### src/design/box_mean_filter_3x3_core_macros.svh
// ----------------------------------------------------------------------------
// Assertion macros for the 3x3 box mean filter
// Clocked implication checks used by the core top level, the file that asserts.
// ----------------------------------------------------------------------------
`ifndef BOX_MEAN_FILTER_3X3_CORE_MACROS_SVH
`define BOX_MEAN_FILTER_3X3_CORE_MACROS_SVH

// same-cycle implication, disabled while reset is low
`define BMF_ASSERT_IMPLY(label, clk, rst_n, ante, cons, msg) \
    label: assert property (@(posedge clk) disable iff (!rst_n) (ante) |-> (cons)) \
        else $error(msg);

// next-cycle implication, disabled while reset is low
`define BMF_ASSERT_NEXT(label, clk, rst_n, ante, cons, msg) \
    label: assert property (@(posedge clk) disable iff (!rst_n) (ante) |=> (cons)) \
        else $error(msg);

`endif

### src/design/bmf_pkg.sv
// ----------------------------------------------------------------------------
// bmf_pkg
// Shared types and constants of the 3x3 box mean filter.
// ----------------------------------------------------------------------------
package bmf_pkg;

    // width of the image side register
    localparam int CFG_BITS    = 9;
    // width of reported row / column
    localparam int COORD_BITS  = 8;
    // entries in the job queue between front and back
    localparam int QUEUE_DEPTH = 2;

    // results an input pixel produces, in emission order
    typedef struct packed {
        logic diag;   // (R-1, C-1)
        logic up;     // (R-1, C)   at last column
        logic left;   // (R, C-1)   at last row
        logic here;   // (R, C)     at bottom-right corner
    } t_res_flags;

    // which window rows / columns lie inside the image
    typedef struct packed {
        logic r_ge1;
        logic r_ge2;
        logic c_ge1;
        logic c_ge2;
    } t_border_flags;

    // control part of one queued job
    typedef struct packed {
        logic [COORD_BITS-1:0] row;
        logic [COORD_BITS-1:0] col;
        t_res_flags            res;
        t_border_flags         border;
    } t_job_ctl;

    // coordinates and flag carried along the arithmetic pipeline
    typedef struct packed {
        logic [COORD_BITS-1:0] row;
        logic [COORD_BITS-1:0] col;
        logic                  last;
    } t_res_meta;

    // result being issued by the back end
    typedef enum logic [1:0] {
        SEL_DIAG,
        SEL_UP,
        SEL_LEFT,
        SEL_HERE
    } t_res_sel;

endpackage

### src/design/bmf_queue.sv
// ----------------------------------------------------------------------------
// bmf_queue
// Short job queue decoupling pixel intake from result generation.
// ----------------------------------------------------------------------------
module bmf_queue #(
    parameter int WIDTH = 8
) (
    input  logic             i_clk,
    input  logic             i_rst_n,
    input  logic             i_push,
    input  logic [WIDTH-1:0] i_data,
    output logic             o_full,
    input  logic             i_pop,
    output logic [WIDTH-1:0] o_data,
    output logic             o_empty
);
    import bmf_pkg::*;

    localparam int PTR_W = $clog2(QUEUE_DEPTH);

    logic [WIDTH-1:0] r_slot [QUEUE_DEPTH];
    logic [PTR_W-1:0] r_wr_ptr;
    logic [PTR_W-1:0] r_rd_ptr;
    logic [PTR_W:0]   r_count;

    assign o_full  = (r_count == (PTR_W+1)'(QUEUE_DEPTH));
    assign o_empty = (r_count == '0);
    assign o_data  = r_slot[r_rd_ptr];

    // pointers and fill level
    always_ff @(posedge i_clk) begin
        if (!i_rst_n) begin
            r_wr_ptr <= '0;
            r_rd_ptr <= '0;
            r_count  <= '0;
        end else begin
            if (i_push) begin
                r_wr_ptr <= PTR_W'(r_wr_ptr + 1'b1);
            end
            if (i_pop) begin
                r_rd_ptr <= PTR_W'(r_rd_ptr + 1'b1);
            end
            if (i_push && !i_pop) begin
                r_count <= (PTR_W+1)'(r_count + 1'b1);
            end else if (i_pop && !i_push) begin
                r_count <= (PTR_W+1)'(r_count - 1'b1);
            end
        end
    end

    // storage
    always_ff @(posedge i_clk) begin
        if (i_push) begin
            r_slot[r_wr_ptr] <= i_data;
        end
    end

endmodule

### config.mk
export PLATFORM = sky130hd
export DESIGN_NAME = bmf_queue
export DESIGN_NICKNAME = d
export VERILOG_FILES = /design/src/design/box_mean_filter_3x3_core_macros.svh /design/src/design/bmf_pkg.sv /design/src/design/bmf_queue.sv
export SDC_FILE = /design/constraint.sdc
export NUM_CORES = 1
export LEC_CHECK = 0
export BUFFER_PORTS_ARGS = -buffer_cell sky130_fd_sc_hd__clkbuf_2
export CORE_ASPECT_RATIO = 0.75
export CORE_MARGIN = 4
export CORE_UTILIZATION = 45
export CTS_BUF_LIST = sky130_fd_sc_hd__clkbuf_4 sky130_fd_sc_hd__clkbuf_8
export DETAILED_ROUTE_END_ITERATION = 10
export HOLD_SLACK_MARGIN = 0.03
export PLACE_DENSITY = 0.7
export REMOVE_ABC_BUFFERS = 1
export SYNTH_ARGS = -nofsm -noshare
export SYNTH_HDL_FRONTEND = slang
export SYNTH_SLANG_ARGS = --single-unit
### constraint.sdc
create_clock -name i_clk -period 1.3 [get_ports i_clk]
set_input_delay 0.065 -clock i_clk [delete_from_list [all_inputs] [get_ports i_clk]]
set_output_delay 0.065 -clock i_clk [all_outputs]
set_load 0.05 [all_outputs]
After elaboration in Yosys (flattened, before gate mapping)

Memory sizes are Yosys's and may differ from the RTL's. A register that Yosys moved wholly into a read port is not among the register bits.
Index checks and enable logic that the tools add are counted.

Word-level logic and storage cells: 21
Input port bits: 12
Memories kept: 1
Bits in registers: 4
Output and inout bits: 10
Memory bits (writable): 16

Add/subtract/negate cells: 4
Reductions and logical operators: 6
Eq/ne operators: 1
Mux-type cells: 6

Memory list:

| memory | words | bits a word | rd ports | clocked after Yosys merged registers in | wr ports | line            | text |
|---|---|---|---|---|---|---|---|
| r_slot | 2     | 8           | 1        | 1                                       | 1        | bmf_queue.sv:21 | `logic [WIDTH-1:0] r_slot [QUEUE_DEPTH];` |

Operators by type and width:

| cell                                                               | number |
|---|---|
| 1-bit two-way mux                                                  | 4 |
| 2-bit two-way mux                                                  | 2 |
| 1-bit adder, second input constant                                 | 2 |
| 2-bit by 1-bit adder with 2-bit output, second input constant      | 1 |
| 2-bit equality test, second input constant                         | 1 |
| 1-bit logical AND                                                  | 2 |
| 1-bit logical NOT                                                  | 2 |
| 2-bit logical NOT                                                  | 1 |
| 2-bit nonzero test                                                 | 1 |
| 2-bit by 1-bit subtractor with 2-bit output, second input constant | 1 |

Longest topological paths before layout

Depth after elaboration: 4
Gate-level depth with buffers: 5
Gate-level depth less buffers: 5

Least setup slack after synthesis

Ideal clock, no wire load.

Path type: reg2reg
From: register r_wr_ptr
To: memory r_slot[0][0], enable pin
Setup slack: 0.196 ns
Period minus slack after synthesis: 1.104 ns
Setup time: 0.375 ns
Arrival time: 0.730 ns
Data required time: 0.925 ns
Buffers on the path: 0
Cell stages (with the launch flop): 2
Path through: dfxtp_1 > nor2b_1

RTL lines:

| element                | line            | text |
|---|---|---|
| start, declared        | bmf_queue.sv:22 | `logic [PTR_W-1:0] r_wr_ptr;` |
| start signal, assigned | bmf_queue.sv:38 | `r_wr_ptr <= PTR_W'(r_wr_ptr + 1'b1);` |
| end, declared          | bmf_queue.sv:21 |  |

Straight into the memory's write port.

==> results.md <==
### Outcome
- complete, but fails checks — run status
- negative setup slack — violations in the final reports

### Timing
- 752 MHz — highest attainable clock frequency
- 75.1% — relative slew slack
- 0 — Final Hold Vio Count
- 8 — total setup violations reported at the end of the flow
- 102% — Tcrit/Tclk final
- 0.374 ns — Worst-Margin Slew
- yes — unrepaired setup endpoints after global routing
- 0 — final slew viol count
- 0.00132 ns — Max Clock Skew
- 1.33 ns — post-layout min period
- -0.0700 ns — sum of negative setup slack
- -0.0304 ns — minimum setup slack in the final design

### Die
- 50.4% — Starting Density
- 12 — number of rows created at floorplan
- 2510 µm² — area enclosed by the die boundary
- 44.4 µm — Vert. Die Dim
- 22 — IO Pins
- 1580 µm² — standard cell core area
- 56.5 µm — floorplan die width

### Layout
- 95 — number of nets in the final layout
- 102 — final standard cell count with taps included and fillers excluded
- 47.4% — layout overhead on the synthesized area
- 0 — diode count
- 45.7% — ratio of cells with drive above 1 in the final layout
- 1170 µm² — final design area excluding fillers

### Clocking
- clkbuf_4 — Clk Tree Root Cell
- 3 — CTS Buf Count
- 21 — Sink Count
- done — CTS tree
- 1 — number of H-tree levels
- 0.30 ns — Skew-Pair Late Insertion Delay
- 2 — Clock Path Buffers
- 0.11 ns — Worst-path clk slew

### Yosys
- 73.1% — sequential cell area fraction in the yosys report
- 16.9 µm² — Avg Synthesized Cell Area
- 16 — Unique masters post-synth
- 21 — synthesis-stage register bit count
- 795 µm² — Post-Syn Area
- 47 — gate count after technology mapping
- 0 — total of warnings raised by yosys

### Setup path
- 1.24 ns — data required time at the worst endpoint
- 0.26 ns — reg-to-reg slack, setup
- 1.27 ns — arrival time at the worst endpoint
- reg -> out — category of the critical setup timing path
- output pin — Worst Setup End Kind
- 8 — maximum net fanout on the critical path
- register — Startpoint Class

### Min path
- in -> reg — type of the tightest min-delay check

### Global route
- 0 — number of antenna violations at the first check in global routing
- 506 — vias in the first global route
- 13 — pin count of the biggest net entering global routing
- 0 — remaining global-route overflow
- 13.4% — global-route total usage across every layer
- 2380 µm — wire length of the first global-routing pass

### Detailed routing
- 475 — total via count after detailed routing
- 0 — number of nets with antenna violations after detailed routing
- 14.4 µm — routed wire length per instance
- 1470 µm — total length of routed wires
- 0 — Post-route DRC
- 10 — DRC marker count from the first detailed-route iteration
- 4.66 — via density per instance
- 4 — Detailed Routing Iterations Pass 1

### Run
- 0 — maxcap violations

### Pwr
- 0.822 mV — maximum resistive drop on vdd
- 0.488 nW — reported leakage power
- 1280 nW/µm² — P per Cell Area

### Placement
- 928 µm² — placed cell areas
- 0.679 — Final GP Congestion
- 0.0976 ns — post-placement setup slack
- 21 — Port Buffer Count
- 89 — placed cell count

area by class of cell:
| type | count | area [µm²] |
|---|---|---|
| Multi-Input combinational cell | 24 | 235 |
| Inverter | 1 | 3.75 |
| Clock inverter | 1 | 5.00 |
| Clock buffer | 3 | 22.5 |
| Sequential cell | 21 | 586 |
| Timing Repair Buffer | 31 | 293 |
| Tap cell | 21 | 26.3 |
| Fill cell | 98 | 405 |
worst max-delay path, stage by stage, from the launching register on:
cell,delay [ns]
dfxtp_4,0.46
mux2_4,0.33
clkbuf_16,0.17
state kept, by name, summed over array words and instances, names as in the netlist, named ones only:
register  cells
r_slot       16
r_rd_ptr      1
r_count       2
r_wr_ptr      1
cells in the final DEF (no fill, tap or decap):
cell,count
edfxtp_1,16
clkbuf_2,13
dlygate4sd3_1,9
mux2_4,8
buf_8,7
and2_1,4
clkbuf_4,3
dfxtp_1,3
xor2_1,2
nor2b_1,2
inv_1,1
nor2_1,1
and2b_2,1
o21a_1,1
o21ai_0,1
or3_1,1
a21boi_1,1
xnor2_1,1
ha_1,1
dfxtp_4,1
clkinv_2,1
clkbuf_16,1
buf_4,1
dfxtp_2,1
per-stage QoR:
| stage | util (%) | power [mW] | hold WS (ns) |
|---|---|---|---|
| finish | 74.3 | 1.50 | 0.117 |
| global placement | 58.9 | 1.09 | 0.255 |
| floorplan | - | 1.02 | 0.164 |
| detailed placement | 58.9 | 1.10 | 0.259 |
| global route | 74.3 | 1.59 | 0.0991 |
| CTS | 73.7 | 1.50 | 0.105 |
repair_timing:
action,CTS,global route
hold buffers,9,0
cloned,0,0
endpoints found under the hold margin,18,0
resized for setup,27,8
setup buffers,0,0
setup endpoints to repair,8,9
logic make-up (layout without fill, tap and decap cells):
family / Yosys count / in the layout / share of synthesized area [%]
adders and majority gates: 1 / 1 / 1.57
and+or+nand+nor: 9 / 9 / 7.09
xor gates and xnor gates: 3 / 3 / 3.31
buffers and inverters: 2 / 36 / 1.10
AOI/OAI and AO/OA: 3 / 3 / 2.52
DFF: 21 / 21 / 73.1
muxes: 8 / 8 / 11.3
power breakdown:
part / switching (mW) / internal (mW) / total, mW
sequential: 0.0332 / 0.770 / 0.803
combinational: 0.210 / 0.184 / 0.393
clock: 0.190 / 0.115 / 0.305
total: 0.433 / 1.07 / 1.50
per-layer routing:
metal  GRT usage, %  routed length [µm]  vias up
met5              0                   0        -
met4           4.27                   9        0
met3           5.83                  96        2
met2           22.8                 732       16
met1           15.5                 632      220
li1               -                   -      237
worst paths after layout:
path,from,to,cells past startpoint
setup / recovery,register,o_data[7],2
hold / removal,i_pop,register,3
setup reg to reg,r_wr_ptr$_SDFFE_PN0P_,r_slot[1][7]$_DFFE_PP_,1
hold reg to reg,r_count[1]$_SDFFE_PN0P_,r_count[1]$_SDFFE_PN0P_,2
synth_stat cells:
cell	count	area share (%)
edfxtp_1	16	60
mux2_2	8	11
dfxtp_1	5	13
and2_1	4	3.1
nor2b_1	2	1.6
xor2_1	2	2.2
a21boi_1	1	0.95
and2b_2	1	1.1
buf_2	1	0.63
ha_1	1	1.6
inv_1	1	0.47
nor2_1	1	0.47
o21a_1	1	0.95
o21ai_0	1	0.63
or3_1	1	0.79
xnor2_1	1	1.1
(Power assumes the default switching activity.)
