File: src/design/box_mean_filter_3x3_core_macros.svh
// ----------------------------------------------------------------------------
// Assertion macros for the 3x3 box mean filter
// Clocked implication checks used by the core top level, the file that asserts.
// ----------------------------------------------------------------------------
`ifndef BOX_MEAN_FILTER_3X3_CORE_MACROS_SVH
`define BOX_MEAN_FILTER_3X3_CORE_MACROS_SVH

// same-cycle implication, disabled while reset is low
`define BMF_ASSERT_IMPLY(label, clk, rst_n, ante, cons, msg) \
    label: assert property (@(posedge clk) disable iff (!rst_n) (ante) |-> (cons)) \
        else $error(msg);

// next-cycle implication, disabled while reset is low
`define BMF_ASSERT_NEXT(label, clk, rst_n, ante, cons, msg) \
    label: assert property (@(posedge clk) disable iff (!rst_n) (ante) |=> (cons)) \
        else $error(msg);

`endif

File: src/design/bmf_pkg.sv
// ----------------------------------------------------------------------------
// bmf_pkg
// Shared types and constants of the 3x3 box mean filter.
// ----------------------------------------------------------------------------
package bmf_pkg;

    // width of the image side register
    localparam int CFG_BITS    = 9;
    // width of reported row / column
    localparam int COORD_BITS  = 8;
    // entries in the job queue between front and back
    localparam int QUEUE_DEPTH = 2;

    // results an input pixel produces, in emission order
    typedef struct packed {
        logic diag;   // (R-1, C-1)
        logic up;     // (R-1, C)   at last column
        logic left;   // (R, C-1)   at last row
        logic here;   // (R, C)     at bottom-right corner
    } t_res_flags;

    // which window rows / columns lie inside the image
    typedef struct packed {
        logic r_ge1;
        logic r_ge2;
        logic c_ge1;
        logic c_ge2;
    } t_border_flags;

    // control part of one queued job
    typedef struct packed {
        logic [COORD_BITS-1:0] row;
        logic [COORD_BITS-1:0] col;
        t_res_flags            res;
        t_border_flags         border;
    } t_job_ctl;

    // coordinates and flag carried along the arithmetic pipeline
    typedef struct packed {
        logic [COORD_BITS-1:0] row;
        logic [COORD_BITS-1:0] col;
        logic                  last;
    } t_res_meta;

    // result being issued by the back end
    typedef enum logic [1:0] {
        SEL_DIAG,
        SEL_UP,
        SEL_LEFT,
        SEL_HERE
    } t_res_sel;

endpackage

File: src/design/bmf_back.sv
// ----------------------------------------------------------------------------
// bmf_back
// Result generation: issues up to four results per job, sums the clipped
// neighbourhood and divides by the cell count through a reciprocal multiply.
// ----------------------------------------------------------------------------
module bmf_back #(
    parameter int SAMPLE_BITS = 16
) (
    input  logic                                i_clk,
    input  logic                                i_rst_n,
    input  logic                                i_job_valid,
    input  bmf_pkg::t_job_ctl                   i_job_ctl,
    input  logic [9*SAMPLE_BITS-1:0]            i_job_win,
    output logic                                o_job_pop,
    output logic                                o_result_valid,
    input  logic                                i_result_ready,
    output logic signed [SAMPLE_BITS-1:0]       o_mean_value,
    output logic [bmf_pkg::COORD_BITS-1:0]      o_out_row,
    output logic [bmf_pkg::COORD_BITS-1:0]      o_out_col,
    output logic                                o_last
);
    import bmf_pkg::*;

    localparam int SB     = SAMPLE_BITS;
    localparam int SUM3_W = SB + 2;
    localparam int SUM9_W = SB + 4;
    localparam int MAG_W  = SB + 3;
    localparam int SHIFT  = MAG_W + 4;
    localparam int M_W    = SHIFT + 1;
    localparam int PROD_W = MAG_W + M_W;

    // reciprocals ceil(2^SHIFT / d); exact for magnitudes below 2^MAG_W
    localparam logic [63:0] SCALE   = 64'd1 << SHIFT;
    localparam logic [63:0] RECIP_1 = SCALE;
    localparam logic [63:0] RECIP_2 = SCALE / 64'd2;
    localparam logic [63:0] RECIP_3 = (SCALE + 64'd2) / 64'd3;
    localparam logic [63:0] RECIP_4 = SCALE / 64'd4;
    localparam logic [63:0] RECIP_6 = (SCALE + 64'd5) / 64'd6;
    localparam logic [63:0] RECIP_9 = (SCALE + 64'd8) / 64'd9;

    // sequencer
    t_res_flags  r_done;
    t_res_flags  pending, sel_bit, remaining;
    t_res_sel    sel;
    logic        has_work;
    logic        issue;
    logic        en;
    logic        rr_top;
    logic        cc_left;
    logic [2:0]  row_en;
    logic [2:0]  col_en;
    logic [1:0]  row_cnt;
    logic [1:0]  col_cnt;
    logic signed [SB-1:0] win_px [9];

    // stage 1: row sums
    logic                     r_p1_valid;
    logic signed [SUM3_W-1:0] r_p1_rsum [3];
    logic signed [SUM3_W-1:0] n_p1_rsum [3];
    logic [3:0]               r_p1_cnt, n_p1_cnt;
    t_res_meta                r_p1_meta, n_p1_meta;

    // stage 2: magnitude and reciprocal
    logic                     r_p2_valid;
    logic signed [SUM9_W-1:0] total;
    logic [MAG_W-1:0]         r_p2_mag, n_p2_mag;
    logic                     r_p2_neg;
    logic [M_W-1:0]           r_p2_recip, n_p2_recip;
    t_res_meta                r_p2_meta;

    // stage 3: product
    logic                     r_p3_valid;
    logic [PROD_W-1:0]        r_p3_prod;
    logic                     r_p3_neg;
    t_res_meta                r_p3_meta;

    // output register
    logic                     r_out_valid;
    logic [SB-1:0]            r_out_mean, n_out_mean;
    logic [SB-1:0]            quot;
    t_res_meta                r_out_meta;

    assign en = !r_out_valid || i_result_ready;

    // pick the next outstanding result of the head job
    always_comb begin
        pending = t_res_flags'(i_job_ctl.res & ~r_done);
        sel     = SEL_HERE;
        sel_bit = '0;
        if (pending.diag) begin
            sel          = SEL_DIAG;
            sel_bit.diag = 1'b1;
        end else if (pending.up) begin
            sel        = SEL_UP;
            sel_bit.up = 1'b1;
        end else if (pending.left) begin
            sel          = SEL_LEFT;
            sel_bit.left = 1'b1;
        end else if (pending.here) begin
            sel          = SEL_HERE;
            sel_bit.here = 1'b1;
        end
        remaining = t_res_flags'(pending & ~sel_bit);
    end

    assign has_work  = i_job_valid && (pending != '0);
    assign issue     = has_work && en;
    // jobs with nothing to emit drain without waiting on the pipeline
    assign o_job_pop = i_job_valid && ((pending == '0) || (en && (remaining == '0)));

    always_ff @(posedge i_clk) begin
        if (!i_rst_n) begin
            r_done <= '0;
        end else if (o_job_pop) begin
            r_done <= '0;
        end else if (issue) begin
            r_done <= t_res_flags'(r_done | sel_bit);
        end
    end

    // centre of the neighbourhood inside the window
    always_comb begin
        unique case (sel)
            SEL_DIAG: begin
                rr_top  = 1'b1;
                cc_left = 1'b1;
            end
            SEL_UP: begin
                rr_top  = 1'b1;
                cc_left = 1'b0;
            end
            SEL_LEFT: begin
                rr_top  = 1'b0;
                cc_left = 1'b1;
            end
            SEL_HERE: begin
                rr_top  = 1'b0;
                cc_left = 1'b0;
            end
        endcase
    end

    // in-image rows and columns of the neighbourhood
    always_comb begin
        row_en[0] = rr_top && i_job_ctl.border.r_ge2;
        row_en[1] = i_job_ctl.border.r_ge1;
        row_en[2] = 1'b1;
        col_en[0] = cc_left && i_job_ctl.border.c_ge2;
        col_en[1] = i_job_ctl.border.c_ge1;
        col_en[2] = 1'b1;
        row_cnt   = 2'(row_en[0]) + 2'(row_en[1]) + 2'(row_en[2]);
        col_cnt   = 2'(col_en[0]) + 2'(col_en[1]) + 2'(col_en[2]);
        n_p1_cnt  = 4'(row_cnt) * 4'(col_cnt);
    end

    // masked row sums
    always_comb begin
        for (int i = 0; i < 9; i++) begin
            win_px[i] = i_job_win[i*SB +: SB];
        end
        for (int k = 0; k < 3; k++) begin
            n_p1_rsum[k] = '0;
            for (int j = 0; j < 3; j++) begin
                if (row_en[k] && col_en[j]) begin
                    n_p1_rsum[k] = n_p1_rsum[k] + SUM3_W'(win_px[k*3+j]);
                end
            end
        end
    end

    always_comb begin
        n_p1_meta.row  = rr_top ? COORD_BITS'(i_job_ctl.row - 1'b1) : i_job_ctl.row;
        n_p1_meta.col  = cc_left ? COORD_BITS'(i_job_ctl.col - 1'b1) : i_job_ctl.col;
        n_p1_meta.last = (sel == SEL_HERE);
    end

    // stage 2: total, sign/magnitude, reciprocal of the count
    always_comb begin
        total    = SUM9_W'(r_p1_rsum[0]) + SUM9_W'(r_p1_rsum[1]) + SUM9_W'(r_p1_rsum[2]);
        n_p2_mag = total[SUM9_W-1] ? MAG_W'(-total) : MAG_W'(total);
        case (r_p1_cnt)
            4'd1:    n_p2_recip = RECIP_1[M_W-1:0];
            4'd2:    n_p2_recip = RECIP_2[M_W-1:0];
            4'd3:    n_p2_recip = RECIP_3[M_W-1:0];
            4'd4:    n_p2_recip = RECIP_4[M_W-1:0];
            4'd6:    n_p2_recip = RECIP_6[M_W-1:0];
            default: n_p2_recip = RECIP_9[M_W-1:0];
        endcase
    end

    // stage 4: scale back and restore the sign (truncation toward zero)
    always_comb begin
        quot       = r_p3_prod[SHIFT +: SB];
        n_out_mean = r_p3_neg ? SB'(~quot + 1'b1) : quot;
    end

    // pipeline valids
    always_ff @(posedge i_clk) begin
        if (!i_rst_n) begin
            r_p1_valid  <= 1'b0;
            r_p2_valid  <= 1'b0;
            r_p3_valid  <= 1'b0;
            r_out_valid <= 1'b0;
        end else if (en) begin
            r_p1_valid  <= has_work;
            r_p2_valid  <= r_p1_valid;
            r_p3_valid  <= r_p2_valid;
            r_out_valid <= r_p3_valid;
        end
    end

    // pipeline payload
    always_ff @(posedge i_clk) begin
        if (en) begin
            r_p1_rsum  <= n_p1_rsum;
            r_p1_cnt   <= n_p1_cnt;
            r_p1_meta  <= n_p1_meta;
            r_p2_mag   <= n_p2_mag;
            r_p2_neg   <= total[SUM9_W-1];
            r_p2_recip <= n_p2_recip;
            r_p2_meta  <= r_p1_meta;
            r_p3_prod  <= PROD_W'(r_p2_mag) * PROD_W'(r_p2_recip);
            r_p3_neg   <= r_p2_neg;
            r_p3_meta  <= r_p2_meta;
            r_out_mean <= n_out_mean;
            r_out_meta <= r_p3_meta;
        end
    end

    assign o_result_valid = r_out_valid;
    assign o_mean_value   = r_out_mean;
    assign o_out_row      = r_out_meta.row;
    assign o_out_col      = r_out_meta.col;
    assign o_last         = r_out_meta.last;

endmodule

File: config.mk
export PLATFORM = sky130hd
export DESIGN_NAME = bmf_back
export DESIGN_NICKNAME = d
export VERILOG_FILES = /design/src/design/box_mean_filter_3x3_core_macros.svh /design/src/design/bmf_pkg.sv /design/src/design/bmf_back.sv
export SDC_FILE = /design/constraint.sdc
export NUM_CORES = 1
export LEC_CHECK = 0
export BUFFER_PORTS_ARGS = -buffer_cell sky130_fd_sc_hd__clkbuf_2
export CAP_MARGIN = 25
export CORE_UTILIZATION = 56
export DETAILED_ROUTE_END_ITERATION = 6
export PLACE_DENSITY = 0.76
export SLEW_MARGIN = 20
export SYNTH_ARGS = -nofsm -noshare
export SYNTH_HDL_FRONTEND = slang
export SYNTH_SLANG_ARGS = --single-unit
File: constraint.sdc
create_clock -name i_clk -period 6.4 [get_ports i_clk]
set_input_delay 0.96 -clock i_clk [delete_from_list [all_inputs] [get_ports i_clk]]
set_output_delay 0.96 -clock i_clk [all_outputs]
set_load 0.03 [all_outputs]
# [Word level (Yosys, flattened, before mapping)]
# Index checks and enable logic that the tools add are counted.
[totals] out_inout_bits=35 inputBits=172 register_bits=234 elab_cells=110
[classes] eq_ne=8 reduce_logical=22 add_sub_neg=16 n_mul=2 mux=25 bitwise_logic=7
[ops] operator="$mux W18" n=8
[ops] operator="$pmux W24 S5" n=1
[ops] operator="$add A18 B16 Y18" n=6
[ops] operator="$mul A19 B24 Y39" n=1
[ops] operator="$add A19 B18 Y20" n=1
[ops] operator="$add A18 B18 Y19" n=1
[ops] operator="$mux W19" n=1
[ops] operator="$neg A19 Y19" n=1
[ops] operator="$add A16 B1 Y16 const B" n=1
[ops] operator="$mux W16" n=1
[ops] operator="$mux W8" n=2
[ops] operator="$not A16 Y16" n=1
[ops] operator="$sub A8 B1 Y8 const B" n=2
[ops] operator="$logic_and A1 B1 Y1" n=10
[ops] operator="$reduce_or A2 Y1" n=5
[ops] operator="$and A4 B4 Y4" n=2
[ops] operator="$eq A4 B2 Y1 const B" n=2
[ops] operator="$eq A4 B3 Y1 const B" n=2
[ops] operator="$logic_not A4 Y1" n=2
[ops] operator="$not A4 Y4" n=2
[ops] operator="$mux W1" n=6
[ops] operator="$mux W2" n=3
[ops] operator="$add A1 B1 Y2" n=2
[ops] operator="$add A2 B1 Y2 const B" n=2
[ops] operator="other kinds (12)" n=15

# [Depth between registers and ports, before layout]
[logic_depth] depth_word=15 depth_mapped=26 ltp_nobuf=25

# [Worst setup path after synthesis]
# No wires, ideal clock.
[synth_timing] path_type="register to register" from="register r_p2_recip[15]" to="register r_p3_prod[38] (data pin)" stages_incl_launch_ff=25 setup_ns=0.263 t_arrival_ns=6.314 required_time_ns=6.137 period_less_slack_ns=6.577 setup_slack_ns=-0.177 cell_sequence="edfxtp_1 -> clkbuf_1 -> clkbuf_1 -> nand2_1 -> fa_1 -> inv_1 -> fa_1 -> inv_1 -> fa_1 -> inv_1 -> fa_1 -> fa_1 -> inv_1 -> fa_1 -> inv_1 -> ha_1 -> o21a_1 -> o21bai_1 -> a21oi_1 -> nand2b_1 -> a21o_1 -> a41oi_1 -> o311ai_0 -> mux2i_1 -> nand3_1"
[synth_via] elab_chain_len=1
[synth_rtl] element="from (decl)" line_no="bmf_back.sv:68" text="logic [M_W-1:0] r_p2_recip, n_p2_recip;"
[synth_rtl] element="from (signal assigned)" line_no="bmf_back.sv:220" text="r_p2_recip <= n_p2_recip;"
[synth_rtl] element="$mul A19 B24 Y39" line_no="bmf_back.sv:222" text="r_p3_prod <= PROD_W'(r_p2_mag) * PROD_W'(r_p2_recip);"
[synth_rtl] element="to (signal assigned)" line_no="bmf_back.sv:222"
[synth_rtl] element="to (decl)" line_no="bmf_back.sv:73" text="logic [PROD_W-1:0] r_p3_prod;"
# Every way passes these cells.
# A chain may end at the register's enable or synchronous reset.

# [Worst setup path after layout]
[layout_timing] from="register r_p2_recip[19]" to="register r_p3_prod[31] (data pin)"
# Same word-level chain as after synthesis.

==> metrics.csv <==
stage;metric;value;unit
run_status;outcome;complete, no violations;
setup_path;cp_slowest_stage_delay;0.53;ns
yosys;yosysSeqAreaShare;24.46;%
timing;min_period;6.328;ns
yosys;synthTopCellsByArea;fa_1 (25%), edfxtp_1 (24%), ha_1 (12%), inv_1 (7.3%), xnor2_1 (3.7%);
placed_design;dp_cells;3275;
timing;rsz0062_at_grt;true;
route;drc;0;
final_layout;final_util;66.75;%
final_layout;insertedDiodeCount;0;
yosys;avgSynthCellArea;9.865;sq um
route;vias;18140;
clocking;cts-root-buf;clkbuf_16;
yosys;async_flop_share;0;%
clocking;cts_made_buffers;17;
die;core_area;0.04120;sq mm
timing;slew_violations;0;
yosys;syn_nets;3095;
die;die_w;207.3;microns
timing;worst_pin_slew;1.049;ns
placed_design;dpl_cell_area;0.02657;sq mm
die;die-area;0.04298;sq mm
hold_path;hold_class;register to register;
setup_path;crit_path_end_kind;register;
yosys;synth_common_cells;inv_1 (458), fa_1 (298), ha_1 (232);
placed_design;gp_congestion;1.002;
setup_path;crit_required;6.62;ns
final_layout;drive_above_1_share;17.80;%
setup_path;path_common_cell;fa_1;
route;antenna_left;0;
die;initial_core_util;57.30;%
final_layout;layoutNonFillerInstCount;3319;
die;die_y;207.3;microns
setup_path;worstSetupPathType;register to register;
yosys;syn_inst;2393;
timing;slew_headroom;30.05;%
clocking;cts_num_sinks;195;
route;wl_per_cell;18.11;microns
placed_design;port-buffer-count;206;
yosys;yosys.area.top_type_share;25.27;%
timing;fin_setup_tns;0;ns
clocking;clk_pin_slew;0.10;ns
yosys;yosysWarningCount;0;
clocking;clk_latency;0.48;ns
global_routing;grt_pass1_vias;18940;
timing;final-setup-viol-count;0;
final_layout;nNetsFinal;3476;
route;first_iter_violations;1094;
yosys;mappedNetlistArea;0.02361;sq mm
setup_path;crit_arrival;6.54;ns
setup_path;critPathSlowestCell;fa_1;
global_routing;grt_antenna_before_repair;0;
die;io-pin-count;207;
yosys;ys_types;77;
clocking;max-clock-path-buffers;2;
route;routed_wl;60110;microns
yosys;synth_top_cell_by_area;fa_1;
setup_path;startpoint_type;register;
global_routing;grt_pass1_wl;95700;microns
global_routing;grt_max_degree;192;
route;avgViaCountPerCell;5.466;
timing;clock_skew;0.03299;ns
yosys;synth_edf_count;187;
clocking;postCtsHoldBufs;0;
global_routing;grt_overflow;0;
clocking;htreeDepth;4;
final_layout;fin_area;0.02750;sq mm
yosys;synth-main-ff-cell;edfxtp_1;
route;drt_pass1_iterations;5;
clocking;cts_tree;done;
timing;period_share;98.88;%
yosys;synth_most_common_cell;inv_1;
global_routing;grt_usage;28.43;%
setup_path;crit_path_max_fanout;10;
timing;clock.fmax;158.0;MHz
timing;hold_viol_final;0;
final_layout;area_growth;16.49;%
yosys;ys_ff_latch;195;
placed_design;dpl.hpwl;51310;microns
die;rows;74;
run;drv_cap;0;
[worst max-delay path: cells and delay by family (launching register included)]
family,cells,cell delay [ns]
compound gates,7,1.31
xor+xnor,1,0.09
fa+ha+maj,7,3.29
buf+inv,8,0.78
flops,1,0.38
simple gates,2,0.21
[kinds of logic (layout without fill, tap and decap cells)]
logic type,count (synthesis),in the layout,share of synthesized area [%]
xor+xnor,153,153,5.676
mux,10,10,0.4664
simple gates,611,611,12.75
fa+ha+maj,530,530,37.57
buf+inv,500,894,7.950
flops,195,195,24.46
compound gates,394,394,11.12
[cell usage in the layout (no fill, tap or decap), drive strengths merged, types with 67 or more instances in the layout]
master | Yosys | routed
o21ai | 82 | 82
ha | 232 | 232
buf | 2 | 195
xnor2 | 101 | 101
nand2 | 209 | 209
and2 | 67 | 67
clkbuf | 37 | 223
edfxtp | 187 | 187
inv | 459 | 466
nor2 | 108 | 108
a21oi | 99 | 99
fa | 298 | 298
[metal layers]
metal,track usage [%],vias up,wire [microns]
met1,35.60,8783,25590
met5,0,-,0
met2,51.12,497,30280
met3,2.920,105,2374
li1,-,8758,-
met4,9.882,0,1864
[final timing paths]
path | from | to | slack, ns | cells after the start
worst max-delay path | r_p2_recip[19]$_DFFE_PP_ | r_p3_prod[31]$_DFFE_PP_ | 0.07 | 25
worst min-delay path | r_p2_meta[1]$_DFFE_PP_ | r_p3_meta[1]$_DFFE_PP_ | 0.40 | 0
worst max register to register | r_p2_recip[19]$_DFFE_PP_ | r_p3_prod[31]$_DFFE_PP_ | 0.07 | 25
worst min register to register | r_p2_meta[1]$_DFFE_PP_ | r_p3_meta[1]$_DFFE_PP_ | 0.40 | 0
[what timing repair did]
action	4_1_cts	5_1_grt
pin swaps	0	25
gates cloned	0	0
gates resized for setup	2	45
endpoints found under the setup margin	3	17
setup buffers	4	8
hold endpoints to repair	0	0
[final cells by class]
type | count | area (sq um)
inverter | 461 | 1734
clock buffer | 17 | 425.4
timing repair buffer | 401 | 2556
sequential | 195 | 5776
clock inverter | 15 | 193.9
tap | 532 | 665.6
fill | 3274 | 13700
multi-input combinational | 1698 | 16150
[per-stage QoR]
step	worst slack, ns	hold slack (ns)
2_1_floorplan	-0.01074	0.4003
3_3_place_gp	-0.02922	0.4001
3_5_place_dp	-0.1638	0.4045
4_1_cts	0.01368	0.4022
5_1_grt	-0.1713	0.4107
6_report	0.07193	0.4021
[registers in the layout, indices dropped and copies added, names as in the netlist]
signal / count
o_last: 1
o_mean_value: 16
o_out_col: 8
o_out_row: 8
o_result_valid: 1
r_done: 4
r_p1_cnt: 4
r_p1_meta: 17
r_p1_rsum: 54
r_p1_valid: 1
r_p2_mag: 19
r_p2_meta: 17
r_p2_neg: 1
r_p2_recip: 8
r_p2_valid: 1
r_p3_meta: 17
r_p3_neg: 1
r_p3_prod: 16
r_p3_valid: 1
Power is left out: the tool's default activity adds up to more than one toggle a clock period on the data nets, which glitch-free logic cannot reach.
